### config.mk
export PLATFORM = sky130hd
export DESIGN_NAME = int8_hard_swish_activation
export DESIGN_NICKNAME = d
export VERILOG_FILES = /design/src/rtl/core/hsw_pkg.sv /design/src/rtl/core/int8_hard_swish_activation.sv /design/src/rtl/core/hsw_scale.sv /design/src/rtl/core/hsw_relu.sv /design/src/rtl/core/hsw_requant.sv
export SDC_FILE = /design/constraint.sdc
export NUM_CORES = 2
export LEC_CHECK = 0
export BUFFER_PORTS_ARGS = -buffer_cell sky130_fd_sc_hd__buf_2
export CAP_MARGIN = 20
export CORE_AREA = 2 2 304 306
export DETAILED_ROUTE_END_ITERATION = 16
export DIE_AREA = 0 0 306 308
export GPL_TIMING_DRIVEN = 0
export SETUP_SLACK_MARGIN = 0.15
export SYNTH_ARGS = -nofsm -noshare
export SYNTH_HDL_FRONTEND = slang
export SYNTH_SLANG_ARGS = --single-unit
### constraint.sdc
create_clock -name clk -period 13.04 [get_ports clk]
set_input_delay 2.608 -clock clk [delete_from_list [all_inputs] [get_ports clk]]
set_output_delay 2.608 -clock clk [all_outputs]
set_load 0.1 [all_outputs]
### src/rtl/core/hsw_pkg.sv
// Shared types, constants and fixed-point helpers for the int8 hard-swish pipeline.
// No dependencies; used by every module under rtl/core except hsw_checker.
package hsw_pkg;

  localparam int CFG_IDX_W  = 3;
  localparam int CFG_DATA_W = 16;

  localparam logic [CFG_IDX_W-1:0] REG_IN_ZP    = 3'd0;
  localparam logic [CFG_IDX_W-1:0] REG_OUT_ZP   = 3'd1;
  localparam logic [CFG_IDX_W-1:0] REG_OUT_MUL  = 3'd2;
  localparam logic [CFG_IDX_W-1:0] REG_OUT_EXP  = 3'd3;
  localparam logic [CFG_IDX_W-1:0] REG_RELU_MUL = 3'd4;
  localparam logic [CFG_IDX_W-1:0] REG_RELU_EXP = 3'd5;

  localparam logic signed [15:0] MAX16 = 16'sh7fff;
  localparam logic signed [15:0] MIN16 = 16'sh8000;
  localparam logic signed [15:0] MUL_RESET = 16'sd16384;
  localparam logic signed [16:0] ACT_MAX = 17'sd127;
  localparam logic signed [16:0] ACT_MIN = -17'sd128;
  localparam logic signed [32:0] NUDGE_POS = 33'sd16384;
  localparam logic signed [32:0] NUDGE_NEG = -33'sd16383;
  localparam logic signed [32:0] TRUNC_BIAS = 33'sd32767;

  typedef struct packed {
    logic signed [7:0]  in_zp;
    logic signed [7:0]  out_zp;
    logic signed [15:0] out_mul;
    logic signed [4:0]  out_exp;
    logic signed [15:0] relu_mul;
    logic signed [4:0]  relu_exp;
  } cfg_t;

  // raw products after the input scaling stages
  typedef struct packed {
    logic signed [31:0] ab_out;
    logic signed [31:0] ab_relu;
    logic               sat_out;
    logic               sat_relu;
    logic               last;
  } prod2_t;

  // raw product of the two branches
  typedef struct packed {
    logic signed [31:0] ab;
    logic               last;
  } prod1_t;

  // finish of the doubling high multiply: nudge, then divide by 2^15 toward zero
  function automatic logic signed [15:0] srdhm_fin(input logic signed [31:0] ab,
                                                   input logic sat);
    logic signed [32:0] s;
    logic signed [32:0] t;
    s = 33'(ab) + (ab[31] ? NUDGE_NEG : NUDGE_POS);
    t = s[32] ? s + TRUNC_BIAS : s;
    return sat ? MAX16 : t[30:15];
  endfunction

  // right shift by n (0..16), ties away from zero
  function automatic logic signed [15:0] rshift_round(input logic signed [15:0] x,
                                                      input logic [4:0] n);
    logic signed [16:0] xe;
    logic signed [16:0] q;
    logic [16:0] mask;
    logic [16:0] rem;
    logic [16:0] thr;
    logic [16:0] sum;
    xe   = 17'(x);
    mask = (17'd1 << n) - 17'd1;
    rem  = xe & mask;
    thr  = (mask >> 1) + 17'(x[15]);
    q    = xe >>> n;
    sum  = q + {16'b0, (rem > thr)};
    return sum[15:0];
  endfunction

  function automatic logic signed [15:0] sat16(input logic signed [30:0] v);
    logic signed [15:0] r;
    if (v > 31'sd32767) begin
      r = MAX16;
    end else if (v < -31'sd32768) begin
      r = MIN16;
    end else begin
      r = v[15:0];
    end
    return r;
  endfunction

  // saturating left shift by n (0..14)
  function automatic logic signed [15:0] sat_lshift(input logic signed [15:0] v,
                                                    input logic [3:0] n);
    logic signed [30:0] w;
    w = 31'(v) <<< n;
    return sat16(w);
  endfunction

endpackage

### src/rtl/core/int8_hard_swish_activation.sv
// Top level of the int8 hard-swish activation: configuration registers and the five-stage pipeline.
// Depends on hsw_pkg, hsw_scale, hsw_relu and hsw_requant.
// Accepts one item per clock while the output is not stalled; a stall holds each occupied stage
// in place unless an empty stage lies after it. The five register stages are: scaling, the two
// 16x16 products, rounding with the relu6 shift, the branch product, and requantization into the
// output register. Configuration writes take effect on the next cycle and must be made while the
// pipeline is empty.
module int8_hard_swish_activation (
  input  logic                             clk,
  input  logic                             rst_n,
  input  logic                             cfg_we,
  input  logic [hsw_pkg::CFG_IDX_W-1:0]    cfg_index,
  input  logic [hsw_pkg::CFG_DATA_W-1:0]   cfg_wdata,
  input  logic                             in_valid,
  output logic                             in_ready,
  input  logic signed [7:0]                in_sample,
  input  logic                             in_last_in,
  output logic                             out_valid,
  input  logic                             out_ready,
  output logic signed [7:0]                out_activation,
  output logic                             out_last_out
);
  import hsw_pkg::*;

  cfg_t   cfg_r;
  logic   sc_valid;
  logic   sc_ready;
  prod2_t sc_data;
  logic   rl_valid;
  logic   rl_ready;
  prod1_t rl_data;

  always_ff @(posedge clk) begin
    if (!rst_n) begin
      cfg_r.in_zp    <= '0;
      cfg_r.out_zp   <= '0;
      cfg_r.out_mul  <= MUL_RESET;
      cfg_r.out_exp  <= '0;
      cfg_r.relu_mul <= MUL_RESET;
      cfg_r.relu_exp <= '0;
    end else if (cfg_we) begin
      unique case (cfg_index)
        REG_IN_ZP:    cfg_r.in_zp    <= cfg_wdata[7:0];
        REG_OUT_ZP:   cfg_r.out_zp   <= cfg_wdata[7:0];
        REG_OUT_MUL:  cfg_r.out_mul  <= cfg_wdata;
        REG_OUT_EXP:  cfg_r.out_exp  <= cfg_wdata[4:0];
        REG_RELU_MUL: cfg_r.relu_mul <= cfg_wdata;
        REG_RELU_EXP: cfg_r.relu_exp <= cfg_wdata[4:0];
        default: ;
      endcase
    end
  end

  hsw_scale u_scale (
    .clk      (clk),
    .rst_n    (rst_n),
    .cfg      (cfg_r),
    .up_valid (in_valid),
    .up_ready (in_ready),
    .sample   (in_sample),
    .last_in  (in_last_in),
    .dn_valid (sc_valid),
    .dn_ready (sc_ready),
    .dn_data  (sc_data)
  );

  hsw_relu u_relu (
    .clk      (clk),
    .rst_n    (rst_n),
    .cfg      (cfg_r),
    .up_valid (sc_valid),
    .up_ready (sc_ready),
    .up_data  (sc_data),
    .dn_valid (rl_valid),
    .dn_ready (rl_ready),
    .dn_data  (rl_data)
  );

  hsw_requant u_requant (
    .clk        (clk),
    .rst_n      (rst_n),
    .cfg        (cfg_r),
    .up_valid   (rl_valid),
    .up_ready   (rl_ready),
    .up_data    (rl_data),
    .out_valid  (out_valid),
    .out_ready  (out_ready),
    .activation (out_activation),
    .last_out   (out_last_out)
  );

endmodule

### src/rtl/core/hsw_scale.sv
// Stages 1-2: zero point removal, x128 scaling, relu6 pre-shift, both 16x16 products.
// Depends on hsw_pkg.
module hsw_scale (
  input  logic                  clk,
  input  logic                  rst_n,
  input  hsw_pkg::cfg_t         cfg,
  input  logic                  up_valid,
  output logic                  up_ready,
  input  logic signed [7:0]     sample,
  input  logic                  last_in,
  output logic                  dn_valid,
  input  logic                  dn_ready,
  output hsw_pkg::prod2_t       dn_data
);
  import hsw_pkg::*;

  logic               s1_v_r;
  logic signed [15:0] s1_scaled_r;
  logic signed [15:0] s1_rpre_r;
  logic               s1_last_r;
  logic               s2_v_r;
  prod2_t             s2_r;

  logic               s1_en;
  logic               s2_en;
  logic signed [8:0]  x;
  logic signed [15:0] scaled_nxt;
  logic signed [15:0] rpre_nxt;
  prod2_t             s2_nxt;

  assign s2_en    = !s2_v_r || dn_ready;
  assign s1_en    = !s1_v_r || s2_en;
  assign up_ready = s1_en;
  assign dn_valid = s2_v_r;
  assign dn_data  = s2_r;

  always_comb begin
    x          = 9'(sample) - 9'(cfg.in_zp);
    scaled_nxt = {x, 7'b0};
    if (cfg.relu_exp > 5'sd0) begin
      rpre_nxt = sat_lshift(scaled_nxt, cfg.relu_exp[3:0] - 4'd1);
    end else begin
      rpre_nxt = scaled_nxt;
    end
  end

  always_comb begin
    s2_nxt.ab_out   = s1_scaled_r * cfg.out_mul;
    s2_nxt.ab_relu  = s1_rpre_r * cfg.relu_mul;
    s2_nxt.sat_out  = (s1_scaled_r == MIN16) && (cfg.out_mul == MIN16);
    s2_nxt.sat_relu = (s1_rpre_r == MIN16) && (cfg.relu_mul == MIN16);
    s2_nxt.last     = s1_last_r;
  end

  always_ff @(posedge clk) begin
    if (!rst_n) begin
      s1_v_r <= 1'b0;
      s2_v_r <= 1'b0;
    end else begin
      if (s1_en) s1_v_r <= up_valid;
      if (s2_en) s2_v_r <= s1_v_r;
    end
  end

  always_ff @(posedge clk) begin
    if (s1_en && up_valid) begin
      s1_scaled_r <= scaled_nxt;
      s1_rpre_r   <= rpre_nxt;
      s1_last_r   <= last_in;
    end
    if (s2_en && s1_v_r) begin
      s2_r <= s2_nxt;
    end
  end

endmodule

### src/rtl/core/hsw_relu.sv
// Stages 3-4: rounding of both products, relu6 post-shift and mapping, branch product.
// Depends on hsw_pkg.
module hsw_relu (
  input  logic            clk,
  input  logic            rst_n,
  input  hsw_pkg::cfg_t   cfg,
  input  logic            up_valid,
  output logic            up_ready,
  input  hsw_pkg::prod2_t up_data,
  output logic            dn_valid,
  input  logic            dn_ready,
  output hsw_pkg::prod1_t dn_data
);
  import hsw_pkg::*;

  logic               s3_v_r;
  logic signed [15:0] s3_pre_out_r;
  logic [14:0]        s3_r15_r;
  logic               s3_last_r;
  logic               s4_v_r;
  prod1_t             s4_r;

  logic               s3_en;
  logic               s4_en;
  logic signed [15:0] pre_out_nxt;
  logic signed [15:0] rm;
  logic signed [15:0] rp;
  logic [14:0]        r15_nxt;
  prod1_t             s4_nxt;

  assign s4_en    = !s4_v_r || dn_ready;
  assign s3_en    = !s3_v_r || s4_en;
  assign up_ready = s3_en;
  assign dn_valid = s4_v_r;
  assign dn_data  = s4_r;

  always_comb begin
    pre_out_nxt = srdhm_fin(up_data.ab_out, up_data.sat_out);
    rm          = srdhm_fin(up_data.ab_relu, up_data.sat_relu);
    if (cfg.relu_exp > 5'sd0) begin
      rp = sat_lshift(rm, 4'd1);
    end else if (cfg.relu_exp[4]) begin
      rp = rshift_round(rm, 5'(-cfg.relu_exp));
    end else begin
      rp = rm;
    end
    // (v + 32768) >> 1
    r15_nxt = {~rp[15], rp[14:1]};
  end

  always_comb begin
    s4_nxt.ab   = $signed({1'b0, s3_r15_r}) * s3_pre_out_r;
    s4_nxt.last = s3_last_r;
  end

  always_ff @(posedge clk) begin
    if (!rst_n) begin
      s3_v_r <= 1'b0;
      s4_v_r <= 1'b0;
    end else begin
      if (s3_en) s3_v_r <= up_valid;
      if (s4_en) s4_v_r <= s3_v_r;
    end
  end

  always_ff @(posedge clk) begin
    if (s3_en && up_valid) begin
      s3_pre_out_r <= pre_out_nxt;
      s3_r15_r     <= r15_nxt;
      s3_last_r    <= up_data.last;
    end
    if (s4_en && s3_v_r) begin
      s4_r <= s4_nxt;
    end
  end

endmodule

### src/rtl/core/hsw_requant.sv
// Stage 5: final rounding, output exponent shift, zero point and int8 clamp; output register.
// Depends on hsw_pkg.
module hsw_requant (
  input  logic              clk,
  input  logic              rst_n,
  input  hsw_pkg::cfg_t     cfg,
  input  logic              up_valid,
  output logic              up_ready,
  input  hsw_pkg::prod1_t   up_data,
  output logic              out_valid,
  input  logic              out_ready,
  output logic signed [7:0] activation,
  output logic              last_out
);
  import hsw_pkg::*;

  logic              s5_v_r;
  logic signed [7:0] s5_act_r;
  logic              s5_last_r;

  logic               s5_en;
  logic signed [15:0] prod;
  logic [4:0]         fshift;
  logic signed [15:0] shifted;
  logic signed [16:0] sum;
  logic signed [7:0]  act_nxt;

  assign s5_en      = !s5_v_r || out_ready;
  assign up_ready   = s5_en;
  assign out_valid  = s5_v_r;
  assign activation = s5_act_r;
  assign last_out   = s5_last_r;

  always_comb begin
    prod    = srdhm_fin(up_data.ab, 1'b0);
    fshift  = cfg.out_exp[4] ? 5'(-cfg.out_exp) : 5'd0;
    shifted = rshift_round(prod, fshift);
    sum     = 17'(shifted) + 17'(cfg.out_zp);
    if (sum > ACT_MAX) begin
      act_nxt = ACT_MAX[7:0];
    end else if (sum < ACT_MIN) begin
      act_nxt = ACT_MIN[7:0];
    end else begin
      act_nxt = sum[7:0];
    end
  end

  always_ff @(posedge clk) begin
    if (!rst_n) begin
      s5_v_r <= 1'b0;
    end else if (s5_en) begin
      s5_v_r <= up_valid;
    end
  end

  always_ff @(posedge clk) begin
    if (s5_en && up_valid) begin
      s5_act_r  <= act_nxt;
      s5_last_r <= up_data.last;
    end
  end

endmodule

==> metrics.yaml <==
max_stage_delay_ps: 670
worstPathArrival_ps: 12320
setup_viol: 0
end_kind: "flip-flop"
die_area_mm2: 0.0942
seq_area_frac_synth: 0.145
grtUsageMet1: 0.326
critPathLaunchType: "flip-flop"
skew_ps: 35.3
hpwl_um: 89900
ios: 44
cts_buffer_depth: 3
worst_path_most_repeated_cell: "o21a_1"
htree_levels: 1
grtUsageTotal: 0.233
period_share: 0.912
fin_setup_tns_ps: 0
clk_latency_ps: 600
overflow: 0
die_y_um: 308
syn_area_mm2: 0.0406
drv_slew: 0
initial_core_util: 0.446
grtUsageMet3: 0.0188
gp_congestion: 0.952
synth_edf_count: 154
grt_max_degree: 33
synth_cells: 4621
syn_to_final_growth_pct: 7.00
finalCriticalPeriod_ps: 11890
synth_area_per_cell_um2: 8.78
drt_pass1_iterations: 7
synth_flop_cell: "edfxtp_1"
crit_type: "reg -> reg"
holdWs_ps: 423
crit_path_max_fanout: 13
final_nets: 5655
yosysWarnings: 0
cts_tree: "built"
cts.sinks: 217
crit_slowest_cell: "edfxtp_1"
cts_root_buf: "clkbuf_16"
irDropWorstVdd_uv: 291
power_density_mw_per_mm2: 195
drive_gt1_frac: 0.0438
core_mm2: 0.0910
fmax_mhz: 84.1
drc: 0
p_leak_uw: 0.0197
ant_nets: 0
required_ps: 13470
portBuffers: 42
worst_pin_slew_ps: 975
min_path_type: "reg -> reg"
hold_violations: 0
grt_setup_unrepaired: "no"
synth-seq-cells: 217
grt_use_met2: 0.389
ys_async_sr_fraction: 0
post_drt_wl_per_cell_um: 18.4
status: "completed"
die_w_um: 306
vias: 32429
busiest_layer: "met2"
viasPerCell: 5.49
slew_headroom: 0.350
clk_pin_slew_ps: 60
drt_iter0_markers: 2053
syn_nets: 5577
routed_wl_um: 109000
fp-row-count: 111
cap_violations: 0
antenna_found_initial: 4
layout.filler_cells: 8910
grt_pass1_vias: 32811
cts-buffers-inserted: 29
grt_pass1_wl_um: 177000
synth_cell_types: 120
## power by group
| group | switching (uW) | internal, uW |
|---|---|---|
| Clock | 334 | 485 |
| Combinational | 3770 | 2710 |
| Sequential | 84.6 | 1060 |
## cell type report
type                    instances  area [um^2]  share of cell area
multi-input cells            3541        31500               0.725
plain buffers                 193          748              0.0172
repair buffers                 47          289             0.00666
inverters                     670         2510              0.0580
well taps                    1186         1480              0.0342
clock buffers                  39          858              0.0198
diodes                          2         5.00            0.000115
flip-flops and latches        217         5890               0.136
clock inverters                15          133             0.00306
## cells in the final DEF (no fill, tap or decap), types with 39 or more instances in the layout
cell      instances
clkbuf_1        176
o21ai_0         119
nand2_1         611
nor3_1           74
a21boi_0         58
nand4_1          39
o21a_1           42
and2_1          243
dfxtp_1          63
nor2b_1          46
a21o_1           48
a21oi_1         175
nand2b_1         68
nand3_1          91
nor2_1          224
fa_1            542
inv_1           668
edfxtp_1        154
xor2_1           62
ha_1            381
xnor2_1         170
buf_2            52
## Yosys cell counts, types with 62 or more instances
master / instances / area, um^2
inv_1: 668 / 2510
nand2_1: 611 / 2290
fa_1: 542 / 10900
ha_1: 381 / 4770
and2_1: 243 / 1520
nor2_1: 224 / 841
a21oi_1: 175 / 876
clkbuf_1: 171 / 642
xnor2_1: 171 / 1500
edfxtp_1: 154 / 4620
o21ai_0: 119 / 596
nand3_1: 91 / 455
nor3_1: 74 / 370
nand2b_1: 68 / 425
dfxtp_1: 63 / 1260
xor2_1: 62 / 543
## worst max-delay path: cells and delay by family, from the launching register on
| family | cells | cell delay, ps |
|---|---|---|
| compound gates | 30 | 6120 |
| fa+ha+maj | 8 | 2340 |
| simple gates | 7 | 1520 |
| xor+xnor | 3 | 840 |
| flops | 1 | 670 |
| buf+inv | 2 | 210 |
## stage by stage
| step | cells | utilization | instance area [um^2] | total power (uW) | worst slack (ps) |
|---|---|---|---|---|---|
| floorplan | 4621 | - | 40600 | 6000 | 2390 |
| global placement | 5849 | 0.464 | 42300 | 7580 | 407 |
| detailed placement | 5853 | 0.466 | 42400 | 7620 | 431 |
| CTS | 5907 | 0.477 | 43300 | 8500 | 390 |
| global route | 5908 | 0.477 | 43400 | 9290 | 314 |
| finish | 5910 | 0.477 | 43400 | 8440 | 1150 |
## cells by family (layout without fill, tap and decap cells)
kind of cell,after synthesis,count (layout),share of synthesized area
mux,38,38,0.0101
flops,217,217,0.145
compound gates,753,753,0.129
fa+ha+maj,925,925,0.386
other cells,0,2,0
simple gates,1589,1589,0.198
xor+xnor,236,236,0.0518
buf+inv,863,964,0.0805
## path summary, 6_finish.rpt
check	slack, ps	end	startpoint	cells past startpoint
min	420	u_relu.dn_data[0]	u_relu.s3_last_r	0
min reg2reg	420	u_relu.dn_data[0]	u_relu.s3_last_r	0
max reg2reg	1150	u_requant.activation[1]	u_relu.dn_data[32]	50
max	1150	u_requant.activation[1]	u_relu.dn_data[32]	50
## per-layer routing
layer	wire length [um]	up-vias	share of wire
met1	50200	15926	0.46
met5	0	-	0
met2	50100	827	0.46
met3	5140	147	0.047
met4	3130	0	0.029
li1	-	15529	-
## state kept, by name, summed over array words and instances (netlist names)
name                  flops
u_relu.s3_pre_out_r      16
u_scale.s1_rpre_r        10
u_relu.dn_valid           1
u_scale.s1_v_r            1
cfg_r                    58
u_relu.s3_last_r          1
u_requant.activation      8
u_requant.last_out        1
u_scale.dn_data          60
u_scale.s1_scaled_r       9
u_relu.s3_v_r             1
u_scale.dn_valid          1
u_relu.s3_r15_r          15
u_requant.out_valid       1
u_scale.s1_last_r         1
u_relu.dn_data           33
## timing repair
item	4_1_cts	5_1_grt
setup endpoints to repair	0	7
buffers inserted	0	1
hold buffers	0	0
resized for setup	0	4
Note: power is estimated with default switching activity, not from simulation.
